File: src/rtl/rsi_pkg.sv
// Shared constants and types for the relative strength index block.
`timescale 1ns / 1ps

package rsi_pkg;

	// Default sizing of the top level
	localparam int DEF_MAX_WINDOW = 64;
	localparam int DEF_PRICE_BITS = 32;

	// Window register
	localparam int CFG_W         = 7;
	localparam int WINDOW_RESET  = 14;

	// Result scaling: hundredths of a percent
	localparam int QUO_W         = 14;
	localparam int CNT_W         = $clog2(QUO_W);
	localparam logic [QUO_W-1:0] RSI_SCALE   = QUO_W'(10000);
	localparam logic [QUO_W-1:0] RSI_NEUTRAL = QUO_W'(5000);

	// Sequencer states
	typedef enum logic [2:0] {
		ST_IDLE,
		ST_FETCH,
		ST_ACCUM,
		ST_DROP,
		ST_LOAD,
		ST_DIV,
		ST_DONE
	} rsi_state_t;

endpackage

File: src/rtl/rsi_hist_mem.sv
// Price history ring memory: one write port, one registered read port.
`timescale 1ns / 1ps

module rsi_hist_mem #(
	parameter int DEPTH  = rsi_pkg::DEF_MAX_WINDOW + 1,
	parameter int DATA_W = rsi_pkg::DEF_PRICE_BITS,
	parameter int ADDR_W = $clog2(DEPTH)
) (
	input  logic              clk,
	input  logic              we,
	input  logic [ADDR_W-1:0] waddr,
	input  logic [DATA_W-1:0] wdata,
	input  logic [ADDR_W-1:0] raddr,
	output logic [DATA_W-1:0] rdata
);

	logic [DATA_W-1:0] mem [DEPTH];

	// Write the new sample
	always_ff @(posedge clk) begin
		if (we) begin
			mem[waddr] <= wdata;
		end
	end

	// Registered read: rdata follows raddr in the next cycle
	always_ff @(posedge clk) begin
		rdata <= mem[raddr];
	end

endmodule

File: src/rtl/rsi_div.sv
// Restoring divider giving one quotient bit per cycle for the scaled ratio.
`timescale 1ns / 1ps

module rsi_div #(
	parameter int SUM_W = rsi_pkg::DEF_PRICE_BITS + $clog2(rsi_pkg::DEF_MAX_WINDOW)
) (
	input  logic                           clk,
	input  logic                           arst_n,
	input  logic                           start,
	input  logic [SUM_W+rsi_pkg::QUO_W-1:0] dividend,
	input  logic [SUM_W-1:0]               divisor,
	output logic                           done,
	output logic [rsi_pkg::QUO_W-1:0]      quotient
);

	localparam int QW = rsi_pkg::QUO_W;
	localparam int CW = rsi_pkg::CNT_W;

	logic             busy_q;
	logic [CW-1:0]    cnt_q;
	logic [SUM_W-1:0] rem_q;
	logic [QW-1:0]    sh_q;
	logic [SUM_W-1:0] div_q;
	logic [SUM_W:0]   trial;
	logic [SUM_W:0]   diff;
	logic             ge;

	// Trial subtract of the shifted remainder
	assign trial = {rem_q, sh_q[QW-1]};
	assign diff  = trial - {1'b0, div_q};
	assign ge    = (trial >= {1'b0, div_q});

	assign done     = busy_q && (cnt_q == '0);
	assign quotient = sh_q;

	// Step counter
	always_ff @(posedge clk or negedge arst_n) begin
		if (!arst_n) begin
			busy_q <= 1'b0;
			cnt_q  <= '0;
		end else if (start) begin
			busy_q <= 1'b1;
			cnt_q  <= CW'(QW - 1);
		end else if (busy_q) begin
			if (cnt_q == '0) begin
				busy_q <= 1'b0;
			end else begin
				cnt_q <= cnt_q - CW'(1);
			end
		end
	end

	// Load the operands, then shift in one quotient bit per cycle
	always_ff @(posedge clk) begin
		if (start) begin
			rem_q <= dividend[SUM_W+QW-1:QW];
			sh_q  <= dividend[QW-1:0];
			div_q <= divisor;
		end else if (busy_q) begin
			rem_q <= ge ? diff[SUM_W-1:0] : trial[SUM_W-1:0];
			sh_q  <= {sh_q[QW-2:0], ge};
		end
	end

endmodule

File: src/rtl/relative_strength_index.sv
// Relative strength index over a sliding window of price moves, top level.
`timescale 1ns / 1ps

// Each price beat yields one result beat: the relative strength index of the
// last window_length price moves in hundredths of a percent (0 to 10000),
// floored, or 5000 with warming_up set until window_length+1 samples have been
// seen. Once the window is full and the move sums are not both zero, a sample
// goes from acceptance through history reads and sum updates over the single
// read port of the price memory, then through the restoring divider (one
// quotient bit per step), and then to the output register. While warming up,
// or when both sums are zero, the divider is skipped. A stalled result holds
// the block in its done state until the output register is free, and no new
// sample is accepted before the result is handed on. The history memory needs
// no clearing pass: only entries written since the last clear are read.
// Writing cfg_wdata sets the window (0 reads as 1, larger than MAX_WINDOW as
// MAX_WINDOW) and clears the history and sums; write only while idle.
module relative_strength_index #(
	parameter int MAX_WINDOW = rsi_pkg::DEF_MAX_WINDOW,
	parameter int PRICE_BITS = rsi_pkg::DEF_PRICE_BITS
) (
	input  logic                         clk,
	input  logic                         arst_n,
	input  logic                         cfg_we,
	input  logic [rsi_pkg::CFG_W-1:0]    cfg_wdata,
	input  logic                         in_valid,
	output logic                         in_stall,
	input  logic [PRICE_BITS-1:0]        price,
	output logic                         out_valid,
	input  logic                         out_stall,
	output logic [rsi_pkg::QUO_W-1:0]    rsi_hundredths,
	output logic                         warming_up
);

	localparam int DEPTH  = MAX_WINDOW + 1;
	localparam int PTR_W  = $clog2(DEPTH);
	localparam int SEEN_W = PTR_W + 1;
	localparam int SUM_W  = PRICE_BITS + $clog2(MAX_WINDOW);
	localparam int QW     = rsi_pkg::QUO_W;
	localparam int WIN_RST = (rsi_pkg::WINDOW_RESET > MAX_WINDOW) ?
		MAX_WINDOW : rsi_pkg::WINDOW_RESET;

	rsi_pkg::rsi_state_t state_q, state_d;

	logic [PTR_W-1:0]      len_q;
	logic [PTR_W-1:0]      wp_q;
	logic [SEEN_W-1:0]     seen_q;
	logic [SUM_W-1:0]      up_q, down_q;
	logic [PRICE_BITS-1:0] p_q, prev_q, older_q;
	logic [PRICE_BITS-1:0] new_mag_q, old_mag_q;
	logic                  new_up_q, old_up_q;
	logic                  neutral_q, warm_q;
	logic                  out_valid_q;
	logic [QW-1:0]         rsi_q;

	logic [PTR_W-1:0]      cfg_len;
	logic [SEEN_W-1:0]     len_ext;
	logic                  full_now;
	logic                  in_accept;
	logic                  out_free;
	logic [PTR_W-1:0]      older_addr, newer_addr, rd_addr;
	logic                  sel_newer;
	logic                  mem_we;
	logic [PRICE_BITS-1:0] rd_data;
	logic                  div_start, div_done;
	logic [SUM_W+QW-1:0]   dividend;
	logic [SUM_W-1:0]      divisor;
	logic [QW-1:0]         quotient;
	logic                  out_load;

	// Ring slot holding the sample 'age' steps behind the write pointer
	function automatic logic [PTR_W-1:0] slot_back(
		input logic [PTR_W-1:0]  wp,
		input logic [SEEN_W-1:0] age
	);
		logic [SEEN_W-1:0] tmp;
		tmp = {1'b0, wp} + SEEN_W'(DEPTH) - age;
		if (tmp >= SEEN_W'(DEPTH)) begin
			tmp = tmp - SEEN_W'(DEPTH);
		end
		return tmp[PTR_W-1:0];
	endfunction

	// Clamp the written window length
	always_comb begin
		if (cfg_wdata == '0) begin
			cfg_len = PTR_W'(1);
		end else if (32'(cfg_wdata) > 32'(MAX_WINDOW)) begin
			cfg_len = PTR_W'(MAX_WINDOW);
		end else begin
			cfg_len = PTR_W'(cfg_wdata);
		end
	end

	assign len_ext    = {1'b0, len_q};
	assign full_now   = (seen_q > len_ext);
	assign older_addr = slot_back(wp_q, len_ext + SEEN_W'(1));
	assign newer_addr = slot_back(wp_q, len_ext);
	assign rd_addr    = sel_newer ? newer_addr : older_addr;
	assign in_accept  = in_valid && !in_stall;
	assign out_free   = !out_valid_q || !out_stall;
	assign dividend   = (SUM_W+QW)'(up_q) * (SUM_W+QW)'(rsi_pkg::RSI_SCALE);
	assign divisor    = up_q + down_q;

	rsi_hist_mem #(
		.DEPTH  (DEPTH),
		.DATA_W (PRICE_BITS),
		.ADDR_W (PTR_W)
	) u_hist (
		.clk   (clk),
		.we    (mem_we),
		.waddr (wp_q),
		.wdata (p_q),
		.raddr (rd_addr),
		.rdata (rd_data)
	);

	rsi_div #(
		.SUM_W (SUM_W)
	) u_div (
		.clk      (clk),
		.arst_n   (arst_n),
		.start    (div_start),
		.dividend (dividend),
		.divisor  (divisor),
		.done     (div_done),
		.quotient (quotient)
	);

	// Next state
	always_comb begin
		state_d = state_q;
		case (state_q)
			rsi_pkg::ST_IDLE:  if (in_accept) state_d = rsi_pkg::ST_FETCH;
			rsi_pkg::ST_FETCH: state_d = rsi_pkg::ST_ACCUM;
			rsi_pkg::ST_ACCUM: state_d = rsi_pkg::ST_DROP;
			rsi_pkg::ST_DROP:  state_d = rsi_pkg::ST_LOAD;
			rsi_pkg::ST_LOAD: begin
				if (!full_now || (up_q == '0 && down_q == '0)) begin
					state_d = rsi_pkg::ST_DONE;
				end else begin
					state_d = rsi_pkg::ST_DIV;
				end
			end
			rsi_pkg::ST_DIV:   if (div_done) state_d = rsi_pkg::ST_DONE;
			rsi_pkg::ST_DONE:  if (out_free) state_d = rsi_pkg::ST_IDLE;
			default:           state_d = rsi_pkg::ST_IDLE;
		endcase
	end

	// State outputs
	always_comb begin
		in_stall  = 1'b1;
		sel_newer = 1'b0;
		mem_we    = 1'b0;
		div_start = 1'b0;
		out_load  = 1'b0;
		case (state_q)
			rsi_pkg::ST_IDLE:  in_stall  = 1'b0;
			rsi_pkg::ST_FETCH: sel_newer = 1'b1;
			rsi_pkg::ST_DROP:  mem_we    = 1'b1;
			rsi_pkg::ST_LOAD:  div_start = full_now && !(up_q == '0 && down_q == '0);
			rsi_pkg::ST_DONE:  out_load  = out_free;
			default:           in_stall  = 1'b1;
		endcase
	end

	always_ff @(posedge clk or negedge arst_n) begin
		if (!arst_n) begin
			state_q <= rsi_pkg::ST_IDLE;
		end else begin
			state_q <= state_d;
		end
	end

	// Window, pointers and running sums
	always_ff @(posedge clk or negedge arst_n) begin
		if (!arst_n) begin
			len_q  <= PTR_W'(WIN_RST);
			wp_q   <= '0;
			seen_q <= '0;
			up_q   <= '0;
			down_q <= '0;
		end else if (cfg_we) begin
			len_q  <= cfg_len;
			wp_q   <= '0;
			seen_q <= '0;
			up_q   <= '0;
			down_q <= '0;
		end else begin
			case (state_q)
				rsi_pkg::ST_ACCUM: begin
					if (seen_q != '0) begin
						if (new_up_q) begin
							up_q <= up_q + SUM_W'(new_mag_q);
						end else begin
							down_q <= down_q + SUM_W'(new_mag_q);
						end
					end
				end
				rsi_pkg::ST_DROP: begin
					if (full_now) begin
						if (old_up_q) begin
							up_q <= up_q - SUM_W'(old_mag_q);
						end else begin
							down_q <= down_q - SUM_W'(old_mag_q);
						end
					end else begin
						seen_q <= seen_q + SEEN_W'(1);
					end
					if (32'(wp_q) == DEPTH - 1) begin
						wp_q <= '0;
					end else begin
						wp_q <= wp_q + PTR_W'(1);
					end
				end
				default: begin
				end
			endcase
		end
	end

	// Sample and move magnitudes
	always_ff @(posedge clk) begin
		if (in_accept) begin
			p_q <= price;
		end
		case (state_q)
			rsi_pkg::ST_FETCH: begin
				older_q   <= rd_data;
				new_up_q  <= (p_q > prev_q);
				new_mag_q <= (p_q > prev_q) ? (p_q - prev_q) : (prev_q - p_q);
			end
			rsi_pkg::ST_ACCUM: begin
				old_up_q  <= (rd_data > older_q);
				old_mag_q <= (rd_data > older_q) ? (rd_data - older_q) : (older_q - rd_data);
			end
			rsi_pkg::ST_DROP: begin
				prev_q <= p_q;
			end
			rsi_pkg::ST_LOAD: begin
				warm_q    <= !full_now;
				neutral_q <= !full_now || (up_q == '0 && down_q == '0);
			end
			default: begin
			end
		endcase
	end

	// Output register: load a finished beat, drop it once taken
	always_ff @(posedge clk or negedge arst_n) begin
		if (!arst_n) begin
			out_valid_q <= 1'b0;
		end else if (out_load) begin
			out_valid_q <= 1'b1;
		end else if (!out_stall) begin
			out_valid_q <= 1'b0;
		end
	end

	always_ff @(posedge clk) begin
		if (out_load) begin
			rsi_q      <= neutral_q ? rsi_pkg::RSI_NEUTRAL : quotient;
			warming_up <= warm_q;
		end
	end

	assign out_valid      = out_valid_q;
	assign rsi_hundredths = rsi_q;

endmodule

File: config.mk
export PLATFORM = sky130hd
export DESIGN_NAME = relative_strength_index
export DESIGN_NICKNAME = d
export VERILOG_FILES = /design/src/rtl/rsi_pkg.sv /design/src/rtl/rsi_hist_mem.sv /design/src/rtl/rsi_div.sv /design/src/rtl/relative_strength_index.sv
export SDC_FILE = /design/constraint.sdc
export NUM_CORES = 2
export LEC_CHECK = 0
export BUFFER_PORTS_ARGS = -buffer_cell sky130_fd_sc_hd__buf_2
export CORE_MARGIN = 1.5
export CORE_UTILIZATION = 50
export DETAILED_ROUTE_END_ITERATION = 8
export PLACE_DENSITY = 0.65
export SLEW_MARGIN = 20
export SYNTH_ARGS = -nofsm -noshare
export SYNTH_HDL_FRONTEND = slang
export SYNTH_HIERARCHICAL = 1
export SYNTH_SLANG_ARGS = --single-unit
File: constraint.sdc
create_clock -name clk -period 7.1 [get_ports clk]
set_input_delay 0.71 -clock clk [delete_from_list [all_inputs] [get_ports clk]]
set_output_delay 0.71 -clock clk [all_outputs]
set_load 0.005 [all_outputs]
======== Word-level counts from Yosys, hierarchy flattened ========
Memory sizes are Yosys's and may differ from the RTL's. A register that Yosys moved wholly into a read port is not among the register bits.
Index checks and enable logic that the tools add are counted.
word-level totals
  word-level logic and storage cells ...... 145
  flip-flop bits (word level) ............. 376
  RAM bits ................................ 2,080
  memories kept ........................... 1
cells by class
  reductions and logical operators ........ 24
  multiply operators ...................... 1
  multiplexer cells ....................... 50
  equality and inequality tests ........... 19
  add/subtract/negate cells ............... 19
  magnitude comparators ................... 7
memory list
  memory      words  width  read ports  clocked after Yosys merged registers in  write ports  RTL line            RTL
  u_hist.mem  65     32     1           1                                        1            rsi_hist_mem.sv:17  logic [DATA_W-1:0] mem [DEPTH];
operator list
  kind                      number
  $mux W38                  13
  $pmux W38 S2              2
  $sub A32 B32 Y32          4
  $add A38 B32 Y38          2
  $logic_not A38 Y1         2
  $sub A38 B32 Y38          2
  $gt A32 B32 Y1            2
  $mux W32                  2
  $mux W7                   8
  $mul A38 B10 Y48 const B  1
  $ge A39 B38 Y1            1
  $add A38 B38 Y38          1
  $sub A38 B38 Y38          1
  $mux W14                  2
  $mux W8                   3
  $pmux W3 S7               1
  $ne A3 B3 Y1 const B      6
  $ge A8 B7 Y1 const B      2
  $sub A7 B7 Y7 const B     2
  $mux W1                   12
  $mux W4                   3
  $ne A2 B2 Y1 const B      5
  $reduce_and A5 Y1         2
  $eq A3 B3 Y1 const B      3
  26 further kinds          38

======== Logic depth before layout (Yosys ltp) ========
  word-level depth ........................ 7
  gate-level depth with buffers ........... 25

======== Cells and area by module ========
Netlist, hierarchy kept.
modules (own cells, without submodules)
  module                   seq. area each (µm²)  cells each  instances  area each (µm²)
  rsi_hist_mem             63,100.5              3,869       1          80,871.3
  relative_strength_index  7,931.4               3,406       1          30,023.8
  rsi_div                  2,827.7               660         1          6,316.1

======== Least setup slack after synthesis ========
OpenSTA, ideal clock, no wires.
  path kind ............................... reg-to-reg
  start ................................... register up_q[10]
  end ..................................... register u_div.rem_q[29], data pin
  cell stages (with the launch flop) ...... 23
  library setup time ...................... 261 ps
  period minus slack after synthesis ...... 5,845 ps
  data arrival time ....................... 5,585 ps
  data required time ...................... 6,839 ps
  path slack .............................. 1,255 ps
  cell sequence ........................... dfrtp_1 inv_1 fa_1 inv_1 ha_1 fa_1 ha_1 inv_1 fa_1 inv_1 ha_1 a21o_1 a21oi_1 o21ai_0 a2111oi_0 o21ai_1 a221oi_2 o311ai_1 a31o_2 a41o_1 a311oi_2 xnor2_1 a221o_1
RTL lines
  item                      RTL line                        RTL
  start: declaration        relative_strength_index.sv:47   logic [SUM_W-1:0] up_q, down_q;
  start signal: assignment  relative_strength_index.sv:194  up_q <= up_q + SUM_W'(new_mag_q);
  start signal: assignment  relative_strength_index.sv:203  up_q <= up_q - SUM_W'(old_mag_q);
  $mul A38 B10 Y48          relative_strength_index.sv:101  assign dividend = (SUM_W+QW)'(up_q) * (SUM_W+QW)'(rsi_pkg::RSI_SCALE);
  via dividend[43]          relative_strength_index.sv:65   logic [SUM_W+QW-1:0] dividend;
  $mux W38                  rsi_div.sv:55                   if (start) begin
  end signal: assignment    rsi_div.sv:56                   rem_q <= dividend[SUM_W+QW-1:QW];
  end signal: assignment    rsi_div.sv:60                   rem_q <= ge ? diff[SUM_W-1:0] : trial[SUM_W-1:0];
  end: declaration          rsi_div.sv:21                   logic [SUM_W-1:0] rem_q;
The timed path passes the listed nets, and every way through them passes these cells.
A chain may end at the register's enable or synchronous reset.

======== Worst setup path in the final report ========
  start ................................... register wp_q[0]
  end ..................................... register u_hist.rdata[20], read port of u_hist.mem
on the way
  word-level cells in the longest chain between the ends .. 5
RTL lines
  item                                                   RTL line                                                      RTL
  start: declaration                                     relative_strength_index.sv:45                                 logic [PTR_W-1:0] wp_q;
  start signal: assignment                               relative_strength_index.sv:213                                wp_q <= wp_q + PTR_W'(1);
  $add A7 B7 Y8 *                                        relative_strength_index.sv:76                                 tmp = {1'b0, wp} + SEEN_W'(DEPTH) - age;
  $sub A8 B8 Y8 / $sub A8 B7 Y8 (equally long branches)  relative_strength_index.sv:76
  $sub A7 B7 Y7 / $ge A8 B7 Y1 (equally long branches)   relative_strength_index.sv:78, relative_strength_index.sv:77
  $mux W7                                                relative_strength_index.sv:77                                 if (tmp >= SEEN_W'(DEPTH)) begin
  $mux W7 *                                              relative_strength_index.sv:98                                 assign rd_addr = sel_newer ? newer_addr : older_addr;
  via rd_addr[2]                                         relative_strength_index.sv:60                                 logic [PTR_W-1:0] older_addr, newer_addr, rd_addr;
  end: declaration                                       rsi_hist_mem.sv:14                                            output logic [DATA_W-1:0] rdata
The timed path passes the listed nets; every way through them passes the cells marked *.

==> results.sh <==
export IMPL_dieWidth_um=487
export IMPL_hold_ws_ns=0.0904
export IMPL_largest_family_of_logic_cells_by_synthesized_area="multiplexers"
export IMPL_finalHoldViolations=0
export IMPL_placement_io_buffers=60
export IMPL_hold_path_class="input port to flop"
export IMPL_place_gp_congestion=0.932
export IMPL_combPwrFrac_pct=32.9
export IMPL_yosys_mux_area_fraction_pct=10.1
export IMPL_setup_worst_path_start="wp_q[0]"
export IMPL_layout_filler_cells=18083
export IMPL_cp_data_arrival_time_ns=7.41
export IMPL_path_clk_slew_ns=0.06
export IMPL_setup_worst_path_end="u_hist/rdata[20]"
export IMPL_min_period_over_period_pct=93.3
export IMPL_tightest_slew_ns=1.15
export IMPL_synthFlopType="edfxtp_1"
export IMPL_synth_warnings=6
export IMPL_leakage_nw=48.4
export IMPL_max_stage_delay_ns=0.60
export IMPL_dr_first_iter_drc_count=7607
export IMPL_placedInstanceArea_um2=123000
export IMPL_async_reset_ff_share_pct=4.30
export IMPL_crit_path_max_fo=55
export IMPL_synth_sequential_area_ratio_pct=63.0
export IMPL_clock_power_share_pct=30.3
export IMPL_final_max_slew_viol_count=0
export IMPL_synth_xor_area_share_pct=2.14
export IMPL_final_cell_area_um2=132000
export IMPL_numClockSinks=2488
export IMPL_post_synth_instance_area_um2=117000
export IMPL_post_cts_repair_setup_buffers=0
export IMPL_regToRegSetupSlack_ns=0.48
export IMPL_ff_latch_area_um2=73900
export IMPL_cp_cell_sequence="ha_1, nand3_1, xnor2_1, ha_1, a21o_1, o21bai_1, xor2_1, or4_1, o21ba_2, nor2_1, nor2b_1, xnor2_1, nand2_1, o21ai_4, buf_16, buf_12, buf_4, nor2b_1, a211oi_1, a211oi_1, o21ai_0, a31oi_1, or3_1"
export IMPL_setup_worst_path_start_class="flop"
export IMPL_power_switching_mw=15.0
export IMPL_timing_worst_setup_path_type="flop to flop"
export IMPL_total_area_of_multi_input_combinational_cells_um2=40400
export IMPL_totalWireLength_um=334000
export IMPL_synthesis_instances=7935
export IMPL_critical_path_reg2reg_endpoint="u_hist/rdata[20]"
export IMPL_nets=8865
export IMPL_total_vias_in_the_final_route=71682
export IMPL_drt_vias_per_instance=6.17
export IMPL_grt_start_max_net_pins=117
export IMPL_num_ports=61
export IMPL_worstReg2RegStart="wp_q[0]"
export IMPL_max_frequency_ghz=0.151
export IMPL_synth_ff_latch_count=2488
export IMPL_post_synth_and_or_nand_nor_area_fraction_pct=5.45
export IMPL_first_global_vias=70506
export IMPL_largest_buffer_count_on_any_clock_path=4
export IMPL_synth_cell_type_count=107
export IMPL_postRouteAntennaNets=0
export IMPL_max_cap_violations=0
export IMPL_synth_adder_area_share_pct=6.75
export IMPL_post_route_drc_count=0
export IMPL_power_switching_fraction_pct=33.1
export IMPL_powerDensity_nw_per_um2=344
export IMPL_initial_utilization_pct=50.4
export IMPL_worst_endpoint_required_ns=7.89
export IMPL_timing_max_slew_rel_slack_pct=23.4
export IMPL_synthesis_area_per_instance_um2=14.8
export IMPL_post_layout_total_power_mw=45.4
export IMPL_layoutNonFillerInstCount=11616
export IMPL_cts_tree="done"
export IMPL_cts_buffers_inserted=279
export IMPL_slowest_stage_cell_cp="or4_1"
export IMPL_floorplan_rows=177
export IMPL_synth_compound_gate_area_share_pct=9.45
export IMPL_finalSetupViolCount=0
export IMPL_depth_of_the_cts_h_tree=5
export IMPL_firstDrtPassIters=6
export IMPL_hpwlAfterDp_um=223000
export IMPL_grt_pass1_wl_um=482000
export IMPL_setup_total_negative_slack_ns=0
export IMPL_grt_setup_unrepaired="false"
export IMPL_p_seq_share_pct=36.8
export IMPL_timing_final_crit_period_ns=6.62
export IMPL_internal_power_mw=30.4
export IMPL_clock_insertion_delay_worst_skew_ns=0.96
export IMPL_routedWlPerCell_um=28.8
export IMPL_run_status="finished clean"
export IMPL_die_area_um2=237000
export IMPL_grt_antenna_before_repair=26
export IMPL_grt_ovfl_total=0
export IMPL_fp_coreArea_um2=233000
export IMPL_dp_cells=11076
export IMPL_die_height_um=487
export IMPL_timing_critical_path_to_type="flop"
export IMPL_reg2regPathDepth=23
export IMPL_areaGrowthSynthToFinish_pct=12.6
export IMPL_synth_edf_count=2349
export IMPL_finalClockSkew_ns=0.101
export IMPL_worst_ir_drop_vdd_mv=0.268
export IMPL_grt_resource_usage_total_pct=28.0
export IMPL_post_route_cells_drive_above_1_share_pct=15.1
export IMPL_cts_root_buffer="clkbuf_16"
cell usage after synthesis, types with 67 or more instances:
cell type	n	share of area, %
edfxtp_1	2349	60
nor3_1	68	0.29
clkbuf_1	211	0.68
fa_1	111	1.9
nor2b_1	163	0.87
xor2_1	126	0.94
nand2_1	380	1.2
a31oi_1	85	0.45
mux2i_1	410	3.5
buf_2	92	0.39
ha_1	455	4.9
a21oi_1	387	1.7
inv_1	484	1.5
o21ai_0	338	1.4
nor2_1	285	0.91
a21o_1	179	1.1
nand3_1	70	0.30
dfrtp_1	104	2.2
xnor2_1	160	1.2
o221ai_1	67	0.50
mux4_2	320	6.1
a211oi_1	219	1.4
routing by layer:
layer	vias to the layer above	wire, µm	GRT usage, %	share of wire, %
met1	36571	132000	37.4	39
met4	2	17200	13.2	5.1
met3	677	26400	4.17	7.9
met5	-	16	0	0.0048
met2	3149	159000	45.1	48
li1	31283	-	-	-
repair_timing:
item,in CTS,in global routing
endpoints found under the setup margin,0,1
hold buffers,30,0
resized for setup,0,1
endpoints found under the hold margin,79,0
sequential cells by signal (all words and copies together), names as in the netlist, 38 cells and up:
name and cells:
u_div/div_q 38, u_hist/mem 2080, u_div/rem_q 38, up_q 38, down_q 38
cell usage in the layout, fill, tap and decap left out, types with 179 or more instances in the layout:
master	count
edfxtp_1	2349
inv_1	482
ha_1	455
mux2i_1	409
a21oi_1	385
nand2_1	380
o21ai_0	336
mux4_2	320
clkbuf_16	284
buf_4	278
nor2_1	227
a211oi_1	214
a21o_1	179
cell type report:
| class | instances | share of cell area [%] |
|---|---|---|
| Multi-Input combinational cell | 4598 | 30.6 |
| Antenna cell | 30 | 0.0569 |
| Clock inverter | 127 | 0.830 |
| Tap cell | 3132 | 2.97 |
| Sequential cell | 2488 | 55.9 |
| Inverter | 488 | 1.39 |
| Timing Repair Buffer | 400 | 2.53 |
| Clock buffer | 353 | 5.66 |
worst max-delay path, delay by kind of cell (launching register included):
family / cells / cell delay [ns]
adder cells (fa/ha/maj): 2 / 0.64
flip-flops: 1 / 0.48
AND/OR/NAND/NOR: 7 / 1.74
AO/OA/AOI/OAI: 8 / 1.85
XOR/XNOR: 3 / 0.56
buffers and inverters: 3 / 1.13
power by group through the flow:
stage / sequential, mW / clock (mW) / combinational, mW
after global routing: 16.7 / 14.5 / 16.3
after floorplan: 16.6 / 0 / 10.6
after CTS: 16.7 / 13.9 / 15.0
after global placement: 17.0 / 0 / 14.7
final: 16.7 / 13.8 / 15.0
after detailed placement: 17.0 / 0 / 14.9
stage by stage:
stage / setup WS [ns] / util [%]
floorplan: 1.25 / -
global placement: -0.249 / 52.8
detailed placement: 0.224 / 52.9
CTS: 0.282 / 56.7
global route: 0.135 / 56.7
finish: 0.478 / 56.7
cells by family after synthesis:
logic type / after synthesis
mux: 781
other cells: 1
simple gates: 1285
compound gates: 1676
fa+ha+maj: 566
buf+inv: 852
flops: 2488
xor+xnor: 286
worst min path at each step:
stage,slack (ns),cells after the start,endpoint,start
2_1_floorplan,0.40,0,warming_up,warm_q
3_3_place_gp,0.51,0,warming_up,warm_q
3_5_place_dp,0.51,2,state_q[2],state_q[2]
4_1_cts,0.04,2,len_q[2],cfg_wdata[6]
5_1_grt,0.07,2,len_q[3],cfg_wdata[6]
6_report,0.09,2,len_q[2],cfg_wdata[6]
Power figures use the tool's default switching activity.
